==> config.mk <==
export PLATFORM = sky130hd
export DESIGN_NAME = signed_int_to_decimal_ascii
export DESIGN_NICKNAME = d
export VERILOG_FILES = /design/src/rtl/sitda_pkg.sv /design/src/rtl/sitda_dp.sv /design/src/rtl/sitda_ctrl.sv /design/src/rtl/signed_int_to_decimal_ascii.sv
export SDC_FILE = /design/constraint.sdc
export NUM_CORES = 1
export LEC_CHECK = 0
export BUFFER_PORTS_ARGS = -buffer_cell sky130_fd_sc_hd__buf_2
export CAP_MARGIN = 10
export CELL_PAD_IN_SITES_DETAIL_PLACEMENT = 1
export CELL_PAD_IN_SITES_GLOBAL_PLACEMENT = 1
export CORE_UTILIZATION = 43
export DETAILED_ROUTE_END_ITERATION = 8
export PLACE_DENSITY_LB_ADDON = 0.1
export SKIP_CTS_REPAIR_TIMING = 1
export SYNTH_ARGS = -nofsm -noshare
export SYNTH_HDL_FRONTEND = slang
export SYNTH_HIERARCHICAL = 1
export SYNTH_SLANG_ARGS = --single-unit
export TNS_END_PERCENT = 100
==> constraint.sdc <==
create_clock -name aclk -period 3.45 [get_ports aclk]
set_clock_uncertainty 0.2 [all_clocks]
set_input_delay 0.69 -clock aclk [delete_from_list [all_inputs] [get_ports aclk]]
set_output_delay 0.69 -clock aclk [all_outputs]
set_load 0.005 [all_outputs]
==> src/rtl/sitda_pkg.sv <==
package sitda_pkg;

    // Field widths of the input and result items.
    localparam int VALUE_W  = 32;
    localparam int WIDTH_W  = 5;
    localparam int CHAR_W   = 8;
    localparam int S_DATA_W = 48;
    localparam int M_DATA_W = 8;

    // Largest field width honored; wider requests saturate here.
    localparam int MAX_WIDTH = 16;

    // A 32-bit magnitude needs at most ten decimal digits.
    localparam int NUM_DIGITS = 10;
    localparam int BCD_W      = 4 * NUM_DIGITS;
    localparam int BIT_CNT_W  = $clog2(VALUE_W);
    localparam int DIG_IDX_W  = $clog2(NUM_DIGITS);

    // ASCII codes.
    localparam logic [CHAR_W-1:0] CH_MINUS = 8'h2D;
    localparam logic [CHAR_W-1:0] CH_ZERO  = 8'h30;

    typedef enum logic [2:0] {
        ST_IDLE,
        ST_CONVERT,
        ST_PREP,
        ST_SIGN,
        ST_PAD,
        ST_DIGIT
    } state_t;

    typedef enum logic [1:0] {
        SEL_SIGN,
        SEL_PAD,
        SEL_DIGIT
    } char_sel_t;

    // Commands from the controller to the datapath.
    typedef struct packed {
        logic      load;
        logic      shift;
        logic      prep;
        logic      pad_dec;
        logic      dig_dec;
        char_sel_t sel;
    } cmd_t;

    // Status from the datapath to the controller.
    typedef struct packed {
        logic conv_done;
        logic neg;
        logic pad_any;
        logic dig_zero;
    } status_t;

endpackage

==> src/rtl/sitda_dp.sv <==
module sitda_dp (
    input  logic                            aclk,
    input  logic [sitda_pkg::VALUE_W-1:0]   value,
    input  logic [sitda_pkg::WIDTH_W-1:0]   min_width,
    input  logic [sitda_pkg::CHAR_W-1:0]    pad_char,
    input  sitda_pkg::cmd_t                 cmd,
    output sitda_pkg::status_t              status,
    output logic [sitda_pkg::CHAR_W-1:0]    out_char,
    output logic                            last
);
    import sitda_pkg::*;

    logic [VALUE_W-1:0]   mag_reg, mag_next;
    logic [BCD_W-1:0]     bcd_reg, bcd_next;
    logic [BIT_CNT_W-1:0] bit_cnt_reg, bit_cnt_next;
    logic                 neg_reg, neg_next;
    logic [WIDTH_W-1:0]   width_reg, width_next;
    logic [CHAR_W-1:0]    pad_reg, pad_next;
    logic [WIDTH_W-1:0]   pad_cnt_reg, pad_cnt_next;
    logic [DIG_IDX_W-1:0] dig_idx_reg, dig_idx_next;

    logic [BCD_W-1:0]     bcd_adj;
    logic [DIG_IDX_W-1:0] top_idx;
    logic [WIDTH_W-1:0]   num_digits;
    logic [3:0]           cur_digit;

    // Add-3 correction on every BCD digit before each shift.
    always_comb begin
        for (int d = 0; d < NUM_DIGITS; d++) begin
            if (bcd_reg[4*d +: 4] >= 4'd5) begin
                bcd_adj[4*d +: 4] = bcd_reg[4*d +: 4] + 4'd3;
            end else begin
                bcd_adj[4*d +: 4] = bcd_reg[4*d +: 4];
            end
        end
    end

    // Index of the most significant nonzero digit; zero shows as one digit.
    always_comb begin
        top_idx = '0;
        for (int d = 1; d < NUM_DIGITS; d++) begin
            if (bcd_reg[4*d +: 4] != 4'd0) begin
                top_idx = DIG_IDX_W'(d);
            end
        end
        num_digits = WIDTH_W'(top_idx) + WIDTH_W'(1);
    end

    // Register updates for loading, conversion and character stepping.
    always_comb begin
        mag_next     = mag_reg;
        bcd_next     = bcd_reg;
        bit_cnt_next = bit_cnt_reg;
        neg_next     = neg_reg;
        width_next   = width_reg;
        pad_next     = pad_reg;
        pad_cnt_next = pad_cnt_reg;
        dig_idx_next = dig_idx_reg;
        if (cmd.load) begin
            neg_next     = value[VALUE_W-1];
            mag_next     = value[VALUE_W-1] ? (VALUE_W'(0) - value) : value;
            bcd_next     = '0;
            bit_cnt_next = '0;
            pad_next     = pad_char;
            if (32'(min_width) > MAX_WIDTH) begin
                width_next = WIDTH_W'(MAX_WIDTH);
            end else begin
                width_next = min_width;
            end
        end
        if (cmd.shift) begin
            bcd_next     = {bcd_adj[BCD_W-2:0], mag_reg[VALUE_W-1]};
            mag_next     = {mag_reg[VALUE_W-2:0], 1'b0};
            bit_cnt_next = bit_cnt_reg + BIT_CNT_W'(1);
        end
        if (cmd.prep) begin
            dig_idx_next = top_idx;
            if (width_reg > num_digits) begin
                pad_cnt_next = width_reg - num_digits;
            end else begin
                pad_cnt_next = '0;
            end
        end
        if (cmd.pad_dec) begin
            pad_cnt_next = pad_cnt_reg - WIDTH_W'(1);
        end
        if (cmd.dig_dec) begin
            dig_idx_next = dig_idx_reg - DIG_IDX_W'(1);
        end
    end

    always_ff @(posedge aclk) begin
        mag_reg     <= mag_next;
        bcd_reg     <= bcd_next;
        bit_cnt_reg <= bit_cnt_next;
        neg_reg     <= neg_next;
        width_reg   <= width_next;
        pad_reg     <= pad_next;
        pad_cnt_reg <= pad_cnt_next;
        dig_idx_reg <= dig_idx_next;
    end

    // Status back to the controller.
    always_comb begin
        status.conv_done = (bit_cnt_reg == BIT_CNT_W'(VALUE_W - 1));
        status.neg       = neg_reg;
        status.pad_any   = (pad_cnt_reg != '0);
        status.dig_zero  = (dig_idx_reg == '0);
    end

    // Character select for the result item.
    assign cur_digit = bcd_reg[4*dig_idx_reg +: 4];

    always_comb begin
        unique case (cmd.sel)
            SEL_SIGN:  out_char = CH_MINUS;
            SEL_PAD:   out_char = pad_reg;
            SEL_DIGIT: out_char = CH_ZERO + CHAR_W'(cur_digit);
            default:   out_char = pad_reg;
        endcase
        last = (cmd.sel == SEL_DIGIT) && status.dig_zero;
    end

endmodule

==> src/rtl/sitda_ctrl.sv <==
module sitda_ctrl (
    input  logic                aclk,
    input  logic                aresetn,
    input  logic                s_tvalid,
    output logic                s_tready,
    output logic                m_tvalid,
    input  logic                m_tready,
    input  sitda_pkg::status_t  status,
    output sitda_pkg::cmd_t     cmd
);
    import sitda_pkg::*;

    state_t state_reg, state_next;

    always_ff @(posedge aclk) begin
        if (!aresetn) begin
            state_reg <= ST_IDLE;
        end else begin
            state_reg <= state_next;
        end
    end

    // Next state.
    always_comb begin
        state_next = state_reg;
        unique case (state_reg)
            ST_IDLE: begin
                if (s_tvalid) state_next = ST_CONVERT;
            end
            ST_CONVERT: begin
                if (status.conv_done) state_next = ST_PREP;
            end
            ST_PREP: begin
                state_next = status.neg ? ST_SIGN : ST_PAD;
            end
            ST_SIGN: begin
                if (m_tready) state_next = ST_PAD;
            end
            ST_PAD: begin
                if (!status.pad_any) state_next = ST_DIGIT;
            end
            ST_DIGIT: begin
                if (m_tready && status.dig_zero) state_next = ST_IDLE;
            end
            default: state_next = ST_IDLE;
        endcase
    end

    // Handshakes and datapath commands.
    always_comb begin
        s_tready    = 1'b0;
        m_tvalid    = 1'b0;
        cmd.load    = 1'b0;
        cmd.shift   = 1'b0;
        cmd.prep    = 1'b0;
        cmd.pad_dec = 1'b0;
        cmd.dig_dec = 1'b0;
        cmd.sel     = SEL_PAD;
        unique case (state_reg)
            ST_IDLE: begin
                s_tready = 1'b1;
                cmd.load = s_tvalid;
            end
            ST_CONVERT: begin
                cmd.shift = 1'b1;
            end
            ST_PREP: begin
                cmd.prep = 1'b1;
            end
            ST_SIGN: begin
                m_tvalid = 1'b1;
                cmd.sel  = SEL_SIGN;
            end
            ST_PAD: begin
                m_tvalid    = status.pad_any;
                cmd.pad_dec = status.pad_any && m_tready;
            end
            ST_DIGIT: begin
                m_tvalid    = 1'b1;
                cmd.sel     = SEL_DIGIT;
                cmd.dig_dec = m_tready && !status.dig_zero;
            end
            default: begin
                s_tready = 1'b0;
            end
        endcase
    end

endmodule

==> src/rtl/signed_int_to_decimal_ascii.sv <==
// Sequence: the first character is valid after item acceptance, the 32 shift-and-add-3
// BCD steps and the setup state; a digit with no sign or pad before it also waits out the pad state.
// A new item is taken only after the last character of the current one has left; the pad
// state always passes once before the digits; characters leave one per cycle under m_tready.
// Reset: aresetn is synchronous, active low, and returns the controller to idle.
module signed_int_to_decimal_ascii (
    input  logic        aclk,
    input  logic        aresetn,
    input  logic        s_tvalid,
    output logic        s_tready,
    // [31:0] value, [36:32] min_width, [44:37] pad_char, [47:45] zero
    input  logic [47:0] s_tdata,
    output logic        m_tvalid,
    input  logic        m_tready,
    // [7:0] out_char
    output logic [7:0]  m_tdata,
    output logic        m_tlast
);
    import sitda_pkg::*;

    cmd_t    cmd;
    status_t status;

    // Sequencing of conversion and character output.
    sitda_ctrl u_ctrl (
        .aclk     (aclk),
        .aresetn  (aresetn),
        .s_tvalid (s_tvalid),
        .s_tready (s_tready),
        .m_tvalid (m_tvalid),
        .m_tready (m_tready),
        .status   (status),
        .cmd      (cmd)
    );

    // Magnitude, BCD digits, counters and character select.
    sitda_dp u_dp (
        .aclk      (aclk),
        .value     (s_tdata[31:0]),
        .min_width (s_tdata[36:32]),
        .pad_char  (s_tdata[44:37]),
        .cmd       (cmd),
        .status    (status),
        .out_char  (m_tdata),
        .last      (m_tlast)
    );

endmodule
==> out/metrics.csv <==
stage,metric,value,unit
placement,dpl cell area,7950,sq um
critical_path,CP top delay family,compound AO/OA/AOI/OAI gates,
cells_and_area,final instance area,8390,sq um
route,via/cell ratio,5.71,
sta,Slew Limit Fails,0,
pwr,leakage,3.35,nW
floorplanning,Row Count,46,
floorplanning,die height,130,um
floorplanning,Core Area,15900,sq um
route,number of DRC markers in iteration 0,203,
job,MaxCap Viol Count,0,
sta,Max Clock Freq,292,MHz
clock_tree,worst skew pair latency,0.36,ns
route,vias post-DR,5788,
cells_and_area,P&R area growth vs syn,19.0,%
synthesis,Post-synth top flop,edfxtp_1,
cells_and_area,max reg flops,40,
cells_and_area,Fillers,1807,
synthesis,synth top area cells,"edfxtp_1 42%, ha_1 5.9%, nand2_1 3.4%",
cells_and_area,Ant. Diodes,0,
cells_and_area,post-layout util,52.6,%
route,remaining antenna violation count,0,
sta,Slew @ Worst Pin,0.615,ns
synthesis,Synth Instances,695,
global_route,antenna violations before repair,0,
synthesis,Synth area leader,edfxtp_1,
critical_path,crit-path cells,inv_1 -> ha_1 -> nor3b_4 -> o311ai_1 -> a31oi_1 -> o21ai_1 -> ha_1 -> buf_4 -> fa_1 -> nor2b_1 -> o21ai_1 -> a21boi_0 -> o32ai_2,
status,status,"complete, no violations",
synthesis,Yosys top cell area share,42.2,%
pwr,power density over the cells,861,nW/um^2
clock_tree,H-tree levels,3,
route,drt drc,0,
floorplanning,Initial Util,44.2,%
sta,# setup viols final,0,
critical_path,WP buf/inv,2,
synthesis,syn avg cell area,10.1,sq um
critical_path,critical path class,reg2reg,
sta,final hold vios,0,
global_route,total gr overflow,0,
placement,routability cong.,0.811,
critical_path,Crit path largest cell delay,0.41,ns
floorplanning,DIE AREA,16900,sq um
synthesis,sequential fraction of the synthesis area,43.3,%
synthesis,post-synth design cell area,7050,sq um
critical_path,crit-path max FO,2,
route,first drt pass iteration count,4,
pwr,Peak VDD IR,0.395,mV
critical_path,Setup crit start kind,register,
cells_and_area,fin nets,878,
sta,period utilization,99.3,%
sta,minimum clock period,3.43,ns
critical_path,critical path arrival,3.33,ns
placement,Detailed Place HPWL,13600,um
route,Routed WL,19000,um
min_path,worst hold-check path type,in2reg,
sta,RSZ-0062 raised after global routing,yes,
global_route,Overall Global Routing Usage,23.4,%
floorplanning,I/O pin cnt,63,
synthesis,synthesized flop and latch total,103,
critical_path,cell with the largest stage delay on the worst path,edfxtp_1,
synthesis,synth unique cells,65,
pwr,Pwr Total,0.00722,W
synthesis,ys async rst share,0,%
global_route,first-pass GRT wire length,30300,um
placement,Port Buffers,59,
clock_tree,CTS tree,done,
clock_tree,clock input transition at the sequential cells of the worst setup and hold paths,0.07,ns
global_route,vias in the first global route,6150,
route,WL/cell,18.7,um
clock_tree,Clock Path Buffers,2,
synthesis,yosys warns,6,
global_route,largest net degree at the start of global routing,64,
clock_tree,Sink Count,103,
cells_and_area,layout cells sized above 1,23.6,%
clock_tree,CTS root buffer,clkbuf_16,
synthesis,"EDFF count, synth",99,
floorplanning,Die X,130,um
critical_path,Crit. End Element,register,
critical_path,worst path required time,3.35,ns
sta,relative slew slack,59.0,%
synthesis,syn_nets,781,
clock_tree,Inserted Clock Buffers,9,
## final timing paths
path | start | slack, ns | endpoint | cells after the start
hold reg to reg | u_dp/mag_reg[0]$_SDFFE_PP0P_ | 0.32 | u_dp/mag_reg[0]$_SDFFE_PP0P_ | 2
setup / recovery | u_dp/bcd_reg[13]$_SDFFCE_PN0P_ | 0.02 | u_dp/pad_cnt_reg[4]$_DFFE_PP_ | 13
setup reg to reg | u_dp/bcd_reg[13]$_SDFFCE_PN0P_ | 0.02 | u_dp/pad_cnt_reg[4]$_DFFE_PP_ | 13
hold / removal | s_tdata[42] | 0.31 | u_dp/pad_reg[5]$_DFFE_PP_ | 1
## cell usage in the layout, fill, tap and decap left out, drive strengths merged, types with 5 or more instances in the layout
| master | n |
|---|---|
| nand4 | 5 |
| mux4 | 8 |
| o41ai | 5 |
| nand3b | 5 |
| a32oi | 6 |
| or3 | 8 |
| or2 | 9 |
| a32o | 8 |
| ha | 33 |
| nor4b | 6 |
| a21o | 11 |
| a21oi | 18 |
| nor2b | 11 |
| and2 | 18 |
| xor2 | 16 |
| o21ai | 34 |
| inv | 38 |
| nor3 | 20 |
| nand2 | 63 |
| o211a | 10 |
| clkbuf | 10 |
| nand3 | 19 |
| nand2b | 20 |
| nor2 | 35 |
| buf | 128 |
| and3 | 11 |
| or4 | 18 |
| o31ai | 11 |
| a21boi | 13 |
| nor3b | 8 |
| xnor2 | 26 |
| mux2i | 10 |
| edfxtp | 99 |
## power by group
group	internal (W)	switching (W)	leakage (nW)	total (W)
Combinational	0.00160	0.00194	2.18	0.00354
Sequential	0.00219	0.000357	1.02	0.00255
Clock	0.000642	0.000495	0.150	0.00114
Total	0.00444	0.00279	3.35	0.00722
## final cells by class
class                           count  area [sq um]  share of cell area, %
Sequential cell                   103          3050                   36.4
Timing Repair Buffer              128           838                   10.0
Inverter                           36           138                   1.64
Clock inverter                      6          92.6                   1.10
Tap cell                          216           270                   3.22
Clock buffer                       10           229                   2.73
Multi-Input combinational cell    514          3760                   44.9
## metrics by stage
step | hold WS [ns] | setup TNS (ns) | setup WS, ns | cells
final | 0.309 | 0 | 0.0234 | 1013
after global placement | 0.279 | -0.393 | -0.125 | 995
after CTS | 0.292 | -0.854 | -0.236 | 1011
after global routing | 0.296 | -0.422 | -0.193 | 1013
after floorplan | 0.260 | 0 | 0.167 | 695
after detailed placement | 0.303 | -0.625 | -0.177 | 995
## layer usage
metal	GRT usage, %	routed length, um
met2	44.6	9900
met5	0	0
met1	26.4	8200
met4	7.87	342
met3	3.61	507
## cell families (layout without fill, tap and decap cells)
| family | Yosys count | count (layout) | share of synthesized area (%) |
|---|---|---|---|
| and+or+nand+nor | 264 | 264 | 20.3 |
| AOI/OAI and AO/OA | 151 | 151 | 15.8 |
| DFF | 103 | 103 | 43.3 |
| buffers and inverters | 78 | 180 | 4.62 |
| xor gates and xnor gates | 42 | 42 | 5.22 |
| adders and majority gates | 34 | 34 | 6.14 |
| muxes | 22 | 22 | 4.62 |
| other | 1 | 1 | 0.0532 |
## synthesized netlist by cell type (3+ instances only)
| library cell | count |
|---|---|
| o21ai_0 | 33 |
| a21oi_1 | 18 |
| nand2b_1 | 20 |
| o21a_1 | 4 |
| nor2_1 | 35 |
| and3_1 | 11 |
| nand2_1 | 63 |
| o41ai_1 | 5 |
| and2_1 | 18 |
| mux2i_1 | 10 |
| a21o_1 | 11 |
| mux4_2 | 8 |
| or3_1 | 8 |
| or2_2 | 9 |
| o31ai_1 | 11 |
| nor4b_1 | 6 |
| inv_1 | 34 |
| nor4_1 | 4 |
| buf_6 | 3 |
| o211a_1 | 10 |
| dfxtp_1 | 4 |
| a32oi_1 | 6 |
| mux2_2 | 4 |
| nand4_1 | 5 |
| or3b_2 | 3 |
| buf_1 | 3 |
| a211oi_1 | 3 |
| a21boi_0 | 13 |
| nand3_1 | 19 |
| or4_1 | 16 |
| a32o_1 | 8 |
| clkbuf_1 | 32 |
| ha_1 | 33 |
| nor3b_1 | 8 |
| o22ai_1 | 4 |
| a2111o_1 | 3 |
| o221ai_1 | 4 |
| nand3b_1 | 5 |
| nor3_1 | 20 |
| edfxtp_1 | 99 |
| buf_2 | 3 |
| xnor2_1 | 26 |
| nor2b_1 | 11 |
| xor2_1 | 16 |
Note: power is estimated with default switching activity, not from simulation.
